**src/rtl/iprc_pkg.sv**
```systemverilog
// Package for the ICMP probe reply classifier: constants, codes and types.
`default_nettype none

package iprc_pkg;

    localparam int MAX_PACKET_BYTES_DEF = 1024;

    localparam int ADDR_W = 4;
    localparam int DATA_W = 32;

    localparam logic [1:0] CFG_IDENT  = 2'd0;
    localparam logic [1:0] CFG_SEQ    = 2'd1;
    localparam logic [1:0] CFG_TARGET = 2'd2;

    localparam logic [7:0] TYPE_ECHO_REPLY    = 8'd0;
    localparam logic [7:0] TYPE_TIME_EXCEEDED = 8'd11;

    localparam int ICMP_HDR_BYTES = 8;
    localparam int SRC_ADDR_POS   = 12;
    localparam int DST_ADDR_POS   = 16;
    localparam int IP_ADDR_BYTES  = 4;

    localparam int ID_HI_OFS  = 4;
    localparam int ID_LO_OFS  = 5;
    localparam int SEQ_HI_OFS = 6;
    localparam int SEQ_LO_OFS = 7;

    typedef enum logic [1:0] {
        ST_OK       = 2'd0,
        ST_SHORT    = 2'd1,
        ST_OTHER    = 2'd2,
        ST_MISMATCH = 2'd3
    } t_status;

endpackage

`default_nettype wire

```
**src/rtl/icmp_probe_reply_classifier.sv**
```systemverilog
// Top level of the ICMP probe reply classifier: byte parser and result register.
// The last byte passes the input register and then the result register, which holds the result.
// Throughput: one byte item per cycle; an input register and a result register part the sides.
// A pending result only stalls the input when the byte behind it is itself a last byte.
// Reset (synchronous, active low) clears the configuration, the parse state and both valids.
`default_nettype none

module icmp_probe_reply_classifier #(
    parameter int MAX_PACKET_BYTES = iprc_pkg::MAX_PACKET_BYTES_DEF
) (
    input  wire logic                        i_clk,
    input  wire logic                        i_rst_n,
    input  wire logic                        psel,
    input  wire logic                        penable,
    input  wire logic                        pwrite,
    input  wire logic [iprc_pkg::ADDR_W-1:0] paddr,
    input  wire logic [iprc_pkg::DATA_W-1:0] pwdata,
    output logic      [iprc_pkg::DATA_W-1:0] prdata,
    output logic                             pready,
    input  wire logic                        i_in_valid,
    output logic                             o_in_ready,
    input  wire logic [7:0]                  i_data_byte,
    input  wire logic                        i_last_byte,
    output logic                             o_out_valid,
    input  wire logic                        i_out_ready,
    output logic                             o_matched,
    output logic                             o_reply_kind,
    output logic      [31:0]                 o_responder_address,
    output logic      [31:0]                 o_local_address,
    output logic                             o_reached_target,
    output logic      [1:0]                  o_status
);

    localparam int CNT_W = $clog2(MAX_PACKET_BYTES + 1);
    localparam int OFS_W = (CNT_W > 8) ? CNT_W : 8;
    localparam logic [CNT_W-1:0] MAX_CNT = CNT_W'(MAX_PACKET_BYTES);

    // configuration
    logic [15:0] r_exp_ident;
    logic [15:0] r_exp_seq;
    logic [31:0] r_target;
    logic        cfg_wr;

    assign pready = 1'b1;
    assign cfg_wr = psel && penable && pwrite && pready;

    always_ff @(posedge i_clk) begin
        if (!i_rst_n) begin
            r_exp_ident <= '0;
            r_exp_seq   <= '0;
            r_target    <= '0;
        end else if (cfg_wr) begin
            unique case (paddr[3:2])
                iprc_pkg::CFG_IDENT:  r_exp_ident <= pwdata[15:0];
                iprc_pkg::CFG_SEQ:    r_exp_seq   <= pwdata[15:0];
                iprc_pkg::CFG_TARGET: r_target    <= pwdata;
                default: ;
            endcase
        end
    end

    always_comb begin
        unique case (paddr[3:2])
            iprc_pkg::CFG_IDENT:  prdata = {16'b0, r_exp_ident};
            iprc_pkg::CFG_SEQ:    prdata = {16'b0, r_exp_seq};
            iprc_pkg::CFG_TARGET: prdata = r_target;
            default:              prdata = '0;
        endcase
    end

    // input register
    logic       r_s1_valid;
    logic [7:0] r_s1_byte;
    logic       r_s1_last;
    logic       s1_go;
    logic       r_out_valid;

    assign s1_go      = r_s1_valid && (!r_s1_last || !r_out_valid || i_out_ready);
    assign o_in_ready = !r_s1_valid || s1_go;

    always_ff @(posedge i_clk) begin
        if (!i_rst_n) begin
            r_s1_valid <= 1'b0;
        end else if (o_in_ready) begin
            r_s1_valid <= i_in_valid;
        end
        if (i_in_valid && o_in_ready) begin
            r_s1_byte <= i_data_byte;
            r_s1_last <= i_last_byte;
        end
    end

    // parse state
    logic [CNT_W-1:0] r_pos;
    logic [5:0]       r_outer;
    logic [5:0]       r_inner;
    logic [7:0]       r_type;
    logic [15:0]      r_ident;
    logic [15:0]      r_seq;
    logic [31:0]      r_src;
    logic [31:0]      r_dst;
    logic             r_done;

    logic [CNT_W-1:0] n_pos;
    logic [5:0]       n_outer;
    logic [5:0]       n_inner;
    logic [7:0]       n_type;
    logic [15:0]      n_ident;
    logic [15:0]      n_seq;
    logic [31:0]      n_src;
    logic [31:0]      n_dst;
    logic             n_done;

    logic [OFS_W-1:0] p;
    logic [OFS_W-1:0] h;
    logic [OFS_W-1:0] hb8;
    logic [OFS_W-1:0] ip;
    logic [OFS_W-1:0] rel;
    logic             take;

    always_comb begin
        n_pos   = r_pos;
        n_outer = r_outer;
        n_inner = r_inner;
        n_type  = r_type;
        n_ident = r_ident;
        n_seq   = r_seq;
        n_src   = r_src;
        n_dst   = r_dst;
        n_done  = r_done;
        p       = OFS_W'(r_pos);
        h       = '0;
        hb8     = '0;
        ip      = '0;
        rel     = '0;
        take    = 1'b0;
        if (r_pos < MAX_CNT) begin
            n_pos = r_pos + 1'b1;
            if (r_pos == '0) begin
                n_outer = {r_s1_byte[3:0], 2'b00};
            end
            h   = OFS_W'(n_outer);
            hb8 = h + OFS_W'(iprc_pkg::ICMP_HDR_BYTES);

            if (p >= OFS_W'(iprc_pkg::SRC_ADDR_POS) &&
                p <  OFS_W'(iprc_pkg::SRC_ADDR_POS + iprc_pkg::IP_ADDR_BYTES)) begin
                unique case (p[1:0])
                    2'd0: n_src[31:24] = r_s1_byte;
                    2'd1: n_src[23:16] = r_s1_byte;
                    2'd2: n_src[15:8]  = r_s1_byte;
                    2'd3: n_src[7:0]   = r_s1_byte;
                endcase
            end
            if (p >= OFS_W'(iprc_pkg::DST_ADDR_POS) &&
                p <  OFS_W'(iprc_pkg::DST_ADDR_POS + iprc_pkg::IP_ADDR_BYTES)) begin
                unique case (p[1:0])
                    2'd0: n_dst[31:24] = r_s1_byte;
                    2'd1: n_dst[23:16] = r_s1_byte;
                    2'd2: n_dst[15:8]  = r_s1_byte;
                    2'd3: n_dst[7:0]   = r_s1_byte;
                endcase
            end

            if (p == h) begin
                n_type = r_s1_byte;
            end

            if (p > h && r_type == iprc_pkg::TYPE_ECHO_REPLY) begin
                take = 1'b1;
                rel  = p - h;
            end else if (p > h && r_type == iprc_pkg::TYPE_TIME_EXCEEDED) begin
                if (p == hb8) begin
                    n_inner = {r_s1_byte[3:0], 2'b00};
                end
                ip = hb8 + OFS_W'(n_inner);
                if (p > hb8 && p >= ip) begin
                    take = 1'b1;
                    rel  = p - ip;
                end
            end

            if (take) begin
                priority if (rel == OFS_W'(iprc_pkg::ID_HI_OFS)) begin
                    n_ident[15:8] = r_s1_byte;
                end else if (rel == OFS_W'(iprc_pkg::ID_LO_OFS)) begin
                    n_ident[7:0] = r_s1_byte;
                end else if (rel == OFS_W'(iprc_pkg::SEQ_HI_OFS)) begin
                    n_seq[15:8] = r_s1_byte;
                end else if (rel == OFS_W'(iprc_pkg::SEQ_LO_OFS)) begin
                    n_seq[7:0] = r_s1_byte;
                    n_done     = 1'b1;
                end else begin
                end
            end
        end
    end

    // classification on the last byte
    iprc_pkg::t_status res_status;
    logic              res_kind;
    logic              res_short;

    assign res_short = OFS_W'(n_pos) <
                       (OFS_W'(n_outer) + OFS_W'(iprc_pkg::ICMP_HDR_BYTES));

    always_comb begin
        priority if (res_short) begin
            res_status = iprc_pkg::ST_SHORT;
        end else if (n_type != iprc_pkg::TYPE_ECHO_REPLY &&
                     n_type != iprc_pkg::TYPE_TIME_EXCEEDED) begin
            res_status = iprc_pkg::ST_OTHER;
        end else if (!n_done) begin
            res_status = iprc_pkg::ST_SHORT;
        end else if (n_ident != r_exp_ident || n_seq != r_exp_seq) begin
            res_status = iprc_pkg::ST_MISMATCH;
        end else begin
            res_status = iprc_pkg::ST_OK;
        end
        res_kind = (res_status == iprc_pkg::ST_OK || res_status == iprc_pkg::ST_MISMATCH) &&
                   (n_type == iprc_pkg::TYPE_TIME_EXCEEDED);
    end

    always_ff @(posedge i_clk) begin
        if (!i_rst_n) begin
            r_pos   <= '0;
            r_outer <= '0;
            r_inner <= '0;
            r_type  <= '0;
            r_ident <= '0;
            r_seq   <= '0;
            r_src   <= '0;
            r_dst   <= '0;
            r_done  <= 1'b0;
        end else if (s1_go) begin
            if (r_s1_last) begin
                r_pos   <= '0;
                r_outer <= '0;
                r_inner <= '0;
                r_type  <= '0;
                r_ident <= '0;
                r_seq   <= '0;
                r_src   <= '0;
                r_dst   <= '0;
                r_done  <= 1'b0;
            end else begin
                r_pos   <= n_pos;
                r_outer <= n_outer;
                r_inner <= n_inner;
                r_type  <= n_type;
                r_ident <= n_ident;
                r_seq   <= n_seq;
                r_src   <= n_src;
                r_dst   <= n_dst;
                r_done  <= n_done;
            end
        end
    end

    // result register
    always_ff @(posedge i_clk) begin
        if (!i_rst_n) begin
            r_out_valid <= 1'b0;
        end else if (s1_go && r_s1_last) begin
            r_out_valid <= 1'b1;
        end else if (i_out_ready) begin
            r_out_valid <= 1'b0;
        end
        if (s1_go && r_s1_last) begin
            o_matched           <= (res_status == iprc_pkg::ST_OK);
            o_reply_kind        <= res_kind;
            o_responder_address <= n_src;
            o_local_address     <= n_dst;
            o_reached_target    <= (res_status == iprc_pkg::ST_OK) && (n_src == r_target);
            o_status            <= res_status;
        end
    end

    assign o_out_valid = r_out_valid;

endmodule

`default_nettype wire

```
**config.mk**
```make
export PLATFORM = sky130hd
export DESIGN_NAME = icmp_probe_reply_classifier
export DESIGN_NICKNAME = d
export VERILOG_FILES = /design/src/rtl/iprc_pkg.sv /design/src/rtl/icmp_probe_reply_classifier.sv
export SDC_FILE = /design/constraint.sdc
export NUM_CORES = 1
export LEC_CHECK = 0
export ABC_AREA = 0
export BUFFER_PORTS_ARGS = -buffer_cell sky130_fd_sc_hd__clkbuf_2
export CORE_MARGIN = 2
export CORE_UTILIZATION = 35
export CTS_CLUSTER_SIZE = 10
export DETAILED_ROUTE_END_ITERATION = 10
export REMOVE_ABC_BUFFERS = 1
export SYNTH_ARGS = -nofsm -noshare
export SYNTH_HDL_FRONTEND = slang
export SYNTH_SLANG_ARGS = --single-unit
```
**constraint.sdc**
```tcl
create_clock -name i_clk -period 9.96 [get_ports i_clk]
set_clock_uncertainty 0.2 [all_clocks]
set_input_delay 0.498 -clock i_clk [delete_from_list [all_inputs] [get_ports i_clk]]
set_output_delay 0.498 -clock i_clk [all_outputs]
set_load 0.01 [all_outputs]
```
# After elaboration in Yosys (flattened, before gate mapping)
# Cells that the tools add are included.
# totals
in_bits	52
regBits	272
out_inout_bits	104
word_cells	157
# op_classes
addsub	6
order_cmp	9
n_eq_ne	19
muxes	67
reduce_logical	34
# ops
cell	n
$mux W32	6
$mux W8	17
$mux W16	8
$pmux W32 S3	1
$mux W6	12
$mux W11	6
$eq A11 B3 Y1 const B	4
$eq A32 B32 Y1	1
$ne A16 B16 Y1	2
$lt A11 B5 Y1 const B	2
$eq A8 B4 Y1 const B	2
$add A6 B4 Y7 const B	2
$logic_and A1 B1 Y1	13
$mux W1	13
$add A11 B1 Y11 const B	1
$eq A11 B6 Y1	1
$eq A11 B7 Y1	1
$ge A11 B4 Y1 const B	1
$ge A11 B5 Y1 const B	1
$ge A11 B8 Y1	1
$gt A11 B6 Y1	1
$gt A11 B7 Y1	1
$logic_not A11 Y1	1
$lt A11 B11 Y1 const B	1
17 further kinds	36

# Longest topological paths before layout
# Gate-level depths: netlist of run 1.
# depth
word_depth	32
ltp_mapped	38
depth_no_buf	36

# Worst setup path after synthesis of run 1
# No wires, ideal clock.
# synth_path
path_kind	reg-to-reg
start	register r_pos[1] (netlist: p[1])
end	register o_reached_target (data pin)
synth_period_minus_slack_ps	8508
path_buffers	2
required_time_ps	9584
slack_ps	1452
setup_time_ps	176
stages_incl_launch_ff	38
arrival_ps	8132
cell_sequence	dfxtp_1 > inv_1 > ha_1 > or3b_1 > clkbuf_1 > nor4_4 > mux2i_1 > inv_1 > ha_1 > xnor2_1 > inv_1 > ha_1 > nand4_1 > nor2_1 > nor2_1 > ha_1 > fa_1 > a21o_1 > [... 2 more ...] > a21oi_1 > xnor2_1 > ha_1 > or4_1 > o211ai_1 > nand4b_1 > and3_1 > nand3b_1 > a211oi_2 > buf_2 > mux2i_1 > o311ai_1 > nor4_1 > nand3b_1 > o221ai_1 > ha_1 > nand4_1 > nor4_1
# synth_via
elab_chain_len	31
elab_cells_between_ends	83
classes_between	6 x add/sub; 7 x order compare; 13 x eq/ne; 46 x mux; 11 x reduce/logical
# synth_lines
item	line_no	rtl
start: declaration	icmp_probe_reply_classifier.sv:94	logic [CNT_W-1:0] r_pos;
start signal: assignment	icmp_probe_reply_classifier.sv:246	r_pos <= n_pos;
$logic_not A11 Y1	icmp_probe_reply_classifier.sv:139	if (r_pos == '0) begin
$mux W6	icmp_probe_reply_classifier.sv:139	
$mux W6	icmp_probe_reply_classifier.sv:137	if (r_pos < MAX_CNT) begin
$add A6 B4 Y7	icmp_probe_reply_classifier.sv:143	hb8 = h + OFS_W'(iprc_pkg::ICMP_HDR_BYTES);
$eq A11 B7 Y1	icmp_probe_reply_classifier.sv:172	if (p == hb8) begin
$mux W6	icmp_probe_reply_classifier.sv:172	
$mux W6	icmp_probe_reply_classifier.sv:171	end else if (p > h && r_type == iprc_pkg::TYPE_TIME_EXCEEDED) begin
$mux W6	icmp_probe_reply_classifier.sv:168	if (p > h && r_type == iprc_pkg::TYPE_ECHO_REPLY) begin
[... 15 more ...]	n/a	
$ne A16 B16 Y1	icmp_probe_reply_classifier.sv:214	end else if (n_ident != r_exp_ident || n_seq != r_exp_seq) begin
$logic_or A1 B1 Y1	icmp_probe_reply_classifier.sv:214	
$mux W2	icmp_probe_reply_classifier.sv:214	
$mux W2	icmp_probe_reply_classifier.sv:212	end else if (!n_done) begin
$mux W2	icmp_probe_reply_classifier.sv:209	end else if (n_type != iprc_pkg::TYPE_ECHO_REPLY &&
$mux W2	icmp_probe_reply_classifier.sv:207	priority if (res_short) begin
$logic_not A2 Y1	icmp_probe_reply_classifier.sv:273	o_reached_target <= (res_status == iprc_pkg::ST_OK) && (n_src == r_target);
$logic_and A1 B1 Y1 (*)	icmp_probe_reply_classifier.sv:273	
end signal: assignment	icmp_probe_reply_classifier.sv:273	
end: declaration	icmp_probe_reply_classifier.sv:30	output logic o_reached_target,
# Every way passes the cells marked *; elsewhere a longest branch is shown, timed or not. The select of a mux whose other input is x is not followed.
# A chain may end at the register's enable or synchronous reset.

# Final worst setup path of run 1
# layout_path
start	register r_pos[0] (netlist: p[0])
end	register o_reached_target (data pin)
# The elaborated chain is that of the path after synthesis.

==> results of run 1 <==
cells by family after synthesis:
logic type,count (synthesis)
and+or+nand+nor,589
AOI/OAI and AO/OA,399
DFF,272
buffers and inverters,149
xor gates and xnor gates,73
muxes,60
adders and majority gates,40
other,1
power by group:
part           leakage (nW)  internal, W  total (W)  switching [W]
registers              2.30      0.00115    0.00116      0.0000136
clock network         0.482     0.000676    0.00113       0.000458
logic                  3.58    0.0000684   0.000193       0.000125
total                  6.37      0.00189    0.00249       0.000597
metrics by stage:
| step | total power, W | std cells | utilization (%) | worst slack (ns) | TNS (ns) |
|---|---|---|---|---|---|
| global placement | 0.001373 | 2201 | 38.56 | 0.7676 | 0 |
| finish | 0.002490 | 2270 | 41.31 | 0.6174 | 0 |
| global route | 0.002579 | 2270 | 41.31 | -0.005488 | -0.005488 |
| detailed placement | 0.001376 | 2201 | 38.56 | 0.5611 | 0 |
| CTS | 0.002512 | 2269 | 41.24 | 0.4928 | 0 |
| floorplan | 0.001286 | 1483 | - | 0.4843 | 0 |
layer usage:
metal	vias up	routed length, µm	global-route usage (%)
li1	5908	-	-
met1	5800	19360	27.57
met2	396	19580	31.21
met3	71	2924	3.059
met4	0	1031	5.867
met5	-	0	0
timing repair:
action / CTS / global route
buffers inserted: 0 / 1
hold buffers: 9 / 0
endpoints found under the hold margin: 9 / 0
setup endpoints to repair: 0 / 1
gates resized for setup: 0 / 1
worst paths after layout:
check	startpoint	end	slack [ns]	cells after the start
max	p[0]	o_reached_target	0.62	37
min	pwdata[28]	r_target[28]	0.02	3
max reg2reg	p[0]	o_reached_target	0.62	37
min reg2reg	r_inner[0]	r_inner[0]	0.24	2
flip-flops by register name (all words and copies together), names as in the netlist, 2 cells and up:
signal and flops:
o_local_address 32, o_responder_address 32, r_dst 32, r_src 32, r_target 32, r_exp_ident 16, r_exp_seq 16, r_ident 16
r_seq 16, p 11, r_s1_byte 8, r_type 8, r_inner 6, r_outer 6, o_status 2
cells in the mapped netlist, drive strengths merged (4+ instances only):
| cell | count |
|---|---|
| o211ai | 10 |
| xor2 | 42 |
| or3b | 4 |
| a2111oi | 4 |
| nand2 | 247 |
| o21ai | 105 |
| a21boi | 76 |
| a32oi | 4 |
| mux2 | 16 |
| nor4 | 17 |
| nor3 | 21 |
| mux2i | 44 |
| a211oi | 7 |
| nand4 | 21 |
| or4 | 4 |
| and2 | 27 |
| nor2 | 43 |
| or2 | 6 |
| or3 | 7 |
| a31oi | 7 |
| nand2b | 8 |
| o21a | 5 |
| nor4b | 4 |
| nand3 | 21 |
| a211o | 4 |
| clkbuf | 85 |
| dfxtp | 194 |
| nand3b | 10 |
| ha | 37 |
| nor2b | 125 |
| o22ai | 6 |
| a22oi | 105 |
| xnor2 | 31 |
| edfxtp | 78 |
| a21o | 4 |
| inv | 49 |
| buf | 15 |
| nor3b | 6 |
| and3 | 10 |
| a21oi | 30 |
cell type report:
type | count | share of cell area [%]
sequential | 272 | 37.08
clock inverter | 5 | 0.3130
tap | 532 | 3.964
timing repair buffer | 196 | 6.721
inverter | 49 | 1.095
multi-input combinational | 1162 | 45.19
clock buffer | 54 | 5.641
worst reg2reg max path, delay by kind of cell (launching register included):
family | cells | cell delay, ns
AOI/OAI and AO/OA | 10 | 2.15
xor gates and xnor gates | 2 | 0.40
adders and majority gates | 7 | 2.01
buffers and inverters | 4 | 0.55
DFF | 1 | 0.35
muxes | 2 | 0.57
and+or+nand+nor | 12 | 2.94
==> PnR_summary.wiki, run 1 <==
{| class="wikitable"
! Metric !! Value
|-
| Outcome || finished, final reports clean
|-
| Clock period minus final worst setup slack || 9.343 ns
|-
| Mean area per synthesized cell || between 9 and 10 µm²
|-
| Largest net degree at the start of global routing || 103
|-
| Gr ovfl total || 0
|-
| Number of instances in the synthesized netlist || approximately 1600
|-
| CTS max path bufs || 3
|-
| Routed Wire Length || 42.89 mm
|-
| Type of element launching the critical path || register
|-
| Number of enable-type register cells in the synthesized netlist || 78
|-
| Type of the most critical hold path || in -> reg
|-
| Min Hold Slack || 0.02183 ns
|-
| Number of diodes || 0
|-
| Height of the die || roughly 210 µm
|-
| Period utilization || 93.80%
|-
| Cell area after layout || between 15000 and 20000 µm²
|-
| Critical path capture point type || register
|-
| Post-Synthesis Cell Area || 14350 µm²
|-
| Placement row count || 74
|-
| DRT iter0 DRCs || 906
|-
| Post-Synth Adder-Cell Area || ~3.6%
|-
| Clock H-tree levels || 2
|-
| Combined global-route utilization of all metal layers || 19.68%
|-
| Least-Margin Pin Slew || between 1 and 1.5 ns
|-
| Leakage power figure || 6.368 nW
|-
| Cts bufs inserted || 34
|-
| CP Class || reg -> reg
|-
| Proportion of synthesized chip area in sequential cells || 43.38%
|-
| Wire length of the first global-routing pass || ~65 mm
|-
| Clk pin slew, worst setup/hold paths || 0.06 ns
|-
| Maximum Capacitance Violations || 0
|-
| Synth top area cells || sky130_fd_sc_hd__dfxtp_1, sky130_fd_sc_hd__edfxtp_1, sky130_fd_sc_hd__nand2_1, sky130_fd_sc_hd__a22oi_1, sky130_fd_sc_hd__nor2b_1
|-
| 1st-pass router iterations || 5
|-
| Number of synthesized register bits || between 200 and 300
|-
| Total number of vias || 12180
|-
| Distinct cells, synth || 78
|-
| Syn-to-layout area delta || 16.98%
|-
| Die width || 206.5 µm
|-
| Detailed-route vias per instance || between 5 and 6
|-
| Maximum cell stage delay along the critical path || 0.56 ns
|-
| Detailed-route wire length per cell || 18.90 µm
|-
| Maximum clock frequency || 107.0 MHz
|-
| Power per cell area || roughly 150 nW/µm²
|-
| Number of sinks on the clock net || about 270
|-
| Count of endpoints failing hold in the final timing report || 0
|-
| Final Max Slew Viols || 0
|-
| Top-level port count || 156
|-
| Ratio of cells with drive above 1 in the final layout || 15.30%
|-
| Share of the synthesized area in compound gates (AO/OA/AOI/OAI) || 19.15%
|-
| WP data arrival || 9.48 ns
|-
| Total of buffers placed on input and output ports || 152
|-
| Placeable core region || 40650 µm²
|-
| Overall die area || approximately 43000 µm²
|-
| Parity-gate share of the synthesized area counting xor and xnor cells || 4.454%
|-
| GPL Wtd Cong || 0.9055
|-
| TritonCTS clock tree || built
|-
| Top cell type's share of synthesized area || 27.06%
|-
| Worst slew margin relative to its limit || 20.79%
|-
| Root Buffer || sky130_fd_sc_hd__clkbuf_16
|-
| Most common cell after layout, fill and taps aside || sky130_fd_sc_hd__nand2_1
|-
| Via count of the first global-routing pass || between 10000 and 15000
|-
| Post-synth top flop || sky130_fd_sc_hd__dfxtp_1
|-
| Proportion of register bits with asynchronous set or reset after synthesis || 0%
|-
| Count of fill cells added during filler insertion || slightly above 4000
|-
| Number of nets in the layout || 1807
|-
| Critical path's top delay family || simple AND/OR/NAND/NOR gates
|-
| Simple-gate area share of the yosys netlist || 21.00%
|-
| Crit-path most repeated cell || sky130_fd_sc_hd__ha_1
|-
| Cell with the biggest individual delay on the critical path || sky130_fd_sc_hd__nor2_1
|-
| Effective utilization at floorplan || 35.31%
|-
| DR DRC count || 0
|-
| Warnings from Yosys || 0
|-
| Peak fanout along the critical path || 19
|-
| Worst vdd rail ir drop || 92.69 µV
|-
| Area of the multi-input gates || 7587 µm²
|-
| Required time at the endpoint of the critical path || a little over 10 ns
|-
| Largest area contributor in the netlist || sky130_fd_sc_hd__dfxtp_1
|-
| Combinational family with the most area after synthesis || simple AND/OR/NAND/NOR gates
|-
| Flip-flop and latch area || 6226 µm²
|-
| Number of nets still failing antenna checks after routing || 0
|-
| Leading cell types in the layout, fill and taps excluded || sky130_fd_sc_hd__nand2_1, sky130_fd_sc_hd__dfxtp_1, sky130_fd_sc_hd__clkbuf_2, sky130_fd_sc_hd__nor2b_1, sky130_fd_sc_hd__a22oi_1
|-
| Insertion delay of the later-clocked pin in the worst-skew pair || 0.52 ns
|-
| Cell area reported after detailed placement || 15670 µm²
|-
| Initial antenna violation count || 0
|-
| Final-report setup violation count || 0
|-
| Critical path buffer and inverter count || 4
|-
| Share of cell area taken by muxes after synthesis || 4.324%
|-
| Placed wire-length estimate || 30.01 mm
|}
Note: power is estimated with default switching activity, not from simulation.
==> run 2: changes to the inputs <==
- MAX_ROUTING_LAYER: default -> met4
==> run 2 against run 1 <==
Effect of this change: die area unchanged; critical endpoint unchanged; setup slack worse by 0.021 ns; worst hold slack got worse by 0.0095 ns; wire length grew 1.1%; first-iteration DRC count fell by 7.6%; largest power group unchanged; core utilization up 0.13 points.
==> PnR_summary.wiki, run 2 (synthesis gave the netlist of run 1 again) <==
{| class="wikitable"
! Metric !! Value
|-
| Outcome || finished, final reports clean
|-
| Final Max Slew Viols || 0
|-
| Number of nets in the layout || approximately 1800
|-
| DR DRC count || 0
|-
| Number of nets still failing antenna checks after routing || 0
|-
| Cell internal power dissipation || 0.001871 W
|-
| Maximum clock frequency || about 110 MHz
|-
| Worst reg2reg startpoint || p[0]
|-
| Height of the die || 206.5 µm
|-
| Overall die area || about 43000 µm²
|-
| Placement row count || 74
|-
| Peak fanout along the critical path || 20
|-
| Number of cells on the worst hold path || 3
|-
| Power per cell area || 147.4 nW/µm²
|-
| Syn-to-layout area delta || 17.36%
|-
| Total of buffers placed on input and output ports || 152
|-
| Insertion delay of the later-clocked pin in the worst-skew pair || 0.53 ns
|-
| TritonCTS clock tree || built
|-
| Total number of vias || about 12000
|-
| Type of element launching the critical path || register
|-
| Sequential fraction of design power || 46.8%
|-
| 1st-pass router iterations || 5
|-
| Critical path capture point type || register
|-
| Maximum Capacitance Violations || 0
|-
| Wire length of the first global-routing pass || about 66 mm
|-
| Cell area after layout || 16840 µm²
|-
| Top-level port count || about 160
|-
| Clock period minus final worst setup slack || 9.364 ns
|-
| Total length of routed met2 wires || 20.13 mm
|-
| WP data arrival || 9.52 ns
|-
| Worst vdd rail ir drop || approximately 99 µV
|-
| Placeable core region || 40650 µm²
|-
| Count of fill cells added during filler insertion || around 4000
|-
| Number of buffers inserted to repair setup after CTS || 0
|-
| Number of cells on the critical path || 38
|-
| Required time at the endpoint of the critical path || about 10 ns
|-
| Ratio of cells with drive above 1 in the final layout || 15.43%
|-
| Most common cell after layout, fill and taps aside || sky130_fd_sc_hd__nand2_1
|-
| Clk pwr share || 45.3%
|-
| RSZ-0062 raised after global routing || false
|-
| Destination of the worst register-to-register timing path || o_reached_target
|-
| Leakage power figure || 6.377 nW
|-
| Number of sinks on the clock net || 272
|-
| Accumulated negative setup slack || 0 ns
|-
| GPL Wtd Cong || slightly above 0.9
|-
| Switching Power || 0.0006123 W
|-
| Cell count of the worst reg-to-reg path || 38
|-
| CP Class || reg -> reg
|-
| Routed Wire Length || 43.37 mm
|-
| Dpl ws || 0.4416 ns
|-
| Final cell utilization of the core || 41.44%
|-
| Share of power burned in combinational logic || 7.9%
|-
| Worst slew margin relative to its limit || 21.18%
|-
| Type of the most critical hold path || in -> reg
|-
| Crit. Startpoint || p[0]
|-
| Detailed-route vias per instance || 5.402
|-
| Initial antenna violation count || 0
|-
| Cell area reported after detailed placement || about 16000 µm²
|-
| DRT iter0 DRCs || between 800 and 900
|-
| Critical path endpoint || o_reached_target
|-
| Cts bufs inserted || 34
|-
| Total length of routed met3 wires || 2.453 mm
|-
| Clk pin slew, worst setup/hold paths || around 0.060 ns
|-
| Switching share of power || 24.66%
|-
| Count of endpoints failing hold in the final timing report || 0
|-
| Gr ovfl total || 0
|-
| Critical path buffer and inverter count || 6
|-
| Worst reg-to-reg setup slack || 0.60 ns
|-
| Final-report setup violation count || 0
|-
| Crit-path most repeated cell || sky130_fd_sc_hd__ha_1
|-
| Via count of the first global-routing pass || roughly 12000
|-
| Effective utilization at floorplan || 35.31%
|-
| Root Buffer || sky130_fd_sc_hd__clkbuf_16
|-
| Clock H-tree levels || 2
|-
| Largest net degree at the start of global routing || 108
|-
| Post-Route M1 WL || between 15 and 20 mm
|-
| Leading cell types in the layout, fill and taps excluded || sky130_fd_sc_hd__nand2_1, sky130_fd_sc_hd__dfxtp_1, sky130_fd_sc_hd__clkbuf_2, sky130_fd_sc_hd__nor2b_1, sky130_fd_sc_hd__a22oi_1
|-
| CTS max path bufs || 3
|-
| Maximum cell stage delay along the critical path || 0.54 ns
|-
| Combined global-route utilization of all metal layers || 20.64%
|-
| Period utilization || 94.01%
|-
| Cell with the biggest individual delay on the critical path || sky130_fd_sc_hd__or4_1
|-
| Die width || 206.5 µm
|-
| Min Hold Slack || 0.01236 ns
|-
| Top metal layer carrying routed signals || met4
|-
| Placed wire-length estimate || 30.13 mm
|-
| Least-Margin Pin Slew || 1.177 ns
|-
| Critical path's top delay family || simple AND/OR/NAND/NOR gates
|-
| Number of diodes || 0
|-
| Detailed-route wire length per cell || 19.06 µm
|-
| Final worst setup slack || 0.5961 ns
|}
run 2: area by class of cell:
class,instances,area [µm²],area share [%]
clock inverters,6,50.05,0.2971
multi-input cells,1162,7606,45.15
flip-flops and latches,272,6226,36.96
clock buffers,53,942.2,5.593
well taps,532,665.6,3.952
inverters,49,183.9,1.092
repair buffers,201,1171,6.952
run 2: repair_timing:
action                                  4_1_cts  5_1_grt
hold endpoints to repair                     16        0
hold buffers                                 16        0
gates resized for setup                       0        5
endpoints found under the setup margin        0        1
run 2: power groups by stage:
stage	registers, W	logic (W)	clock network (W)
final	0.00116	0.000195	0.00113
after global routing	0.00116	0.000213	0.00120
after CTS	0.00116	0.000196	0.00115
after detailed placement	0.00119	0.000190	0
after global placement	0.00119	0.000187	0
after floorplan	0.00119	0.0000983	0
run 2: how the worst min path moves through the flow:
stage                    start  slack (ns)           end
floorplan           r_inner[0]        0.22    r_inner[0]
global placement    r_inner[1]        0.23    r_inner[1]
detailed placement  r_inner[0]        0.23    r_inner[0]
CTS                 pwdata[27]       0.001  r_target[27]
global route        pwdata[26]        0.01  r_target[26]
finish              pwdata[26]        0.01  r_target[26]
run 2: tightest hold or removal path, cell delays in order:
cell and delay (ns):
sky130_fd_sc_hd__clkbuf_2 0.08, sky130_fd_sc_hd__nand2_1 0.04, sky130_fd_sc_hd__a21boi_0 0.07
run 2: routing by layer:
metal / up-vias / global-route usage [%]
met1: 5914 / 27.75
met5: - / -
met4: 0 / 5.638
met3: 73 / 2.838
met2: 387 / 32.51
li1: 5916 / -
run 2: per-stage QoR:
step	cells	total power (W)
4_1_cts	2275	0.002509
5_1_grt	2275	0.002575
3_3_place_gp	2200	0.001373
6_report	2275	0.002484
2_1_floorplan	1483	0.001286
3_5_place_dp	2200	0.001376
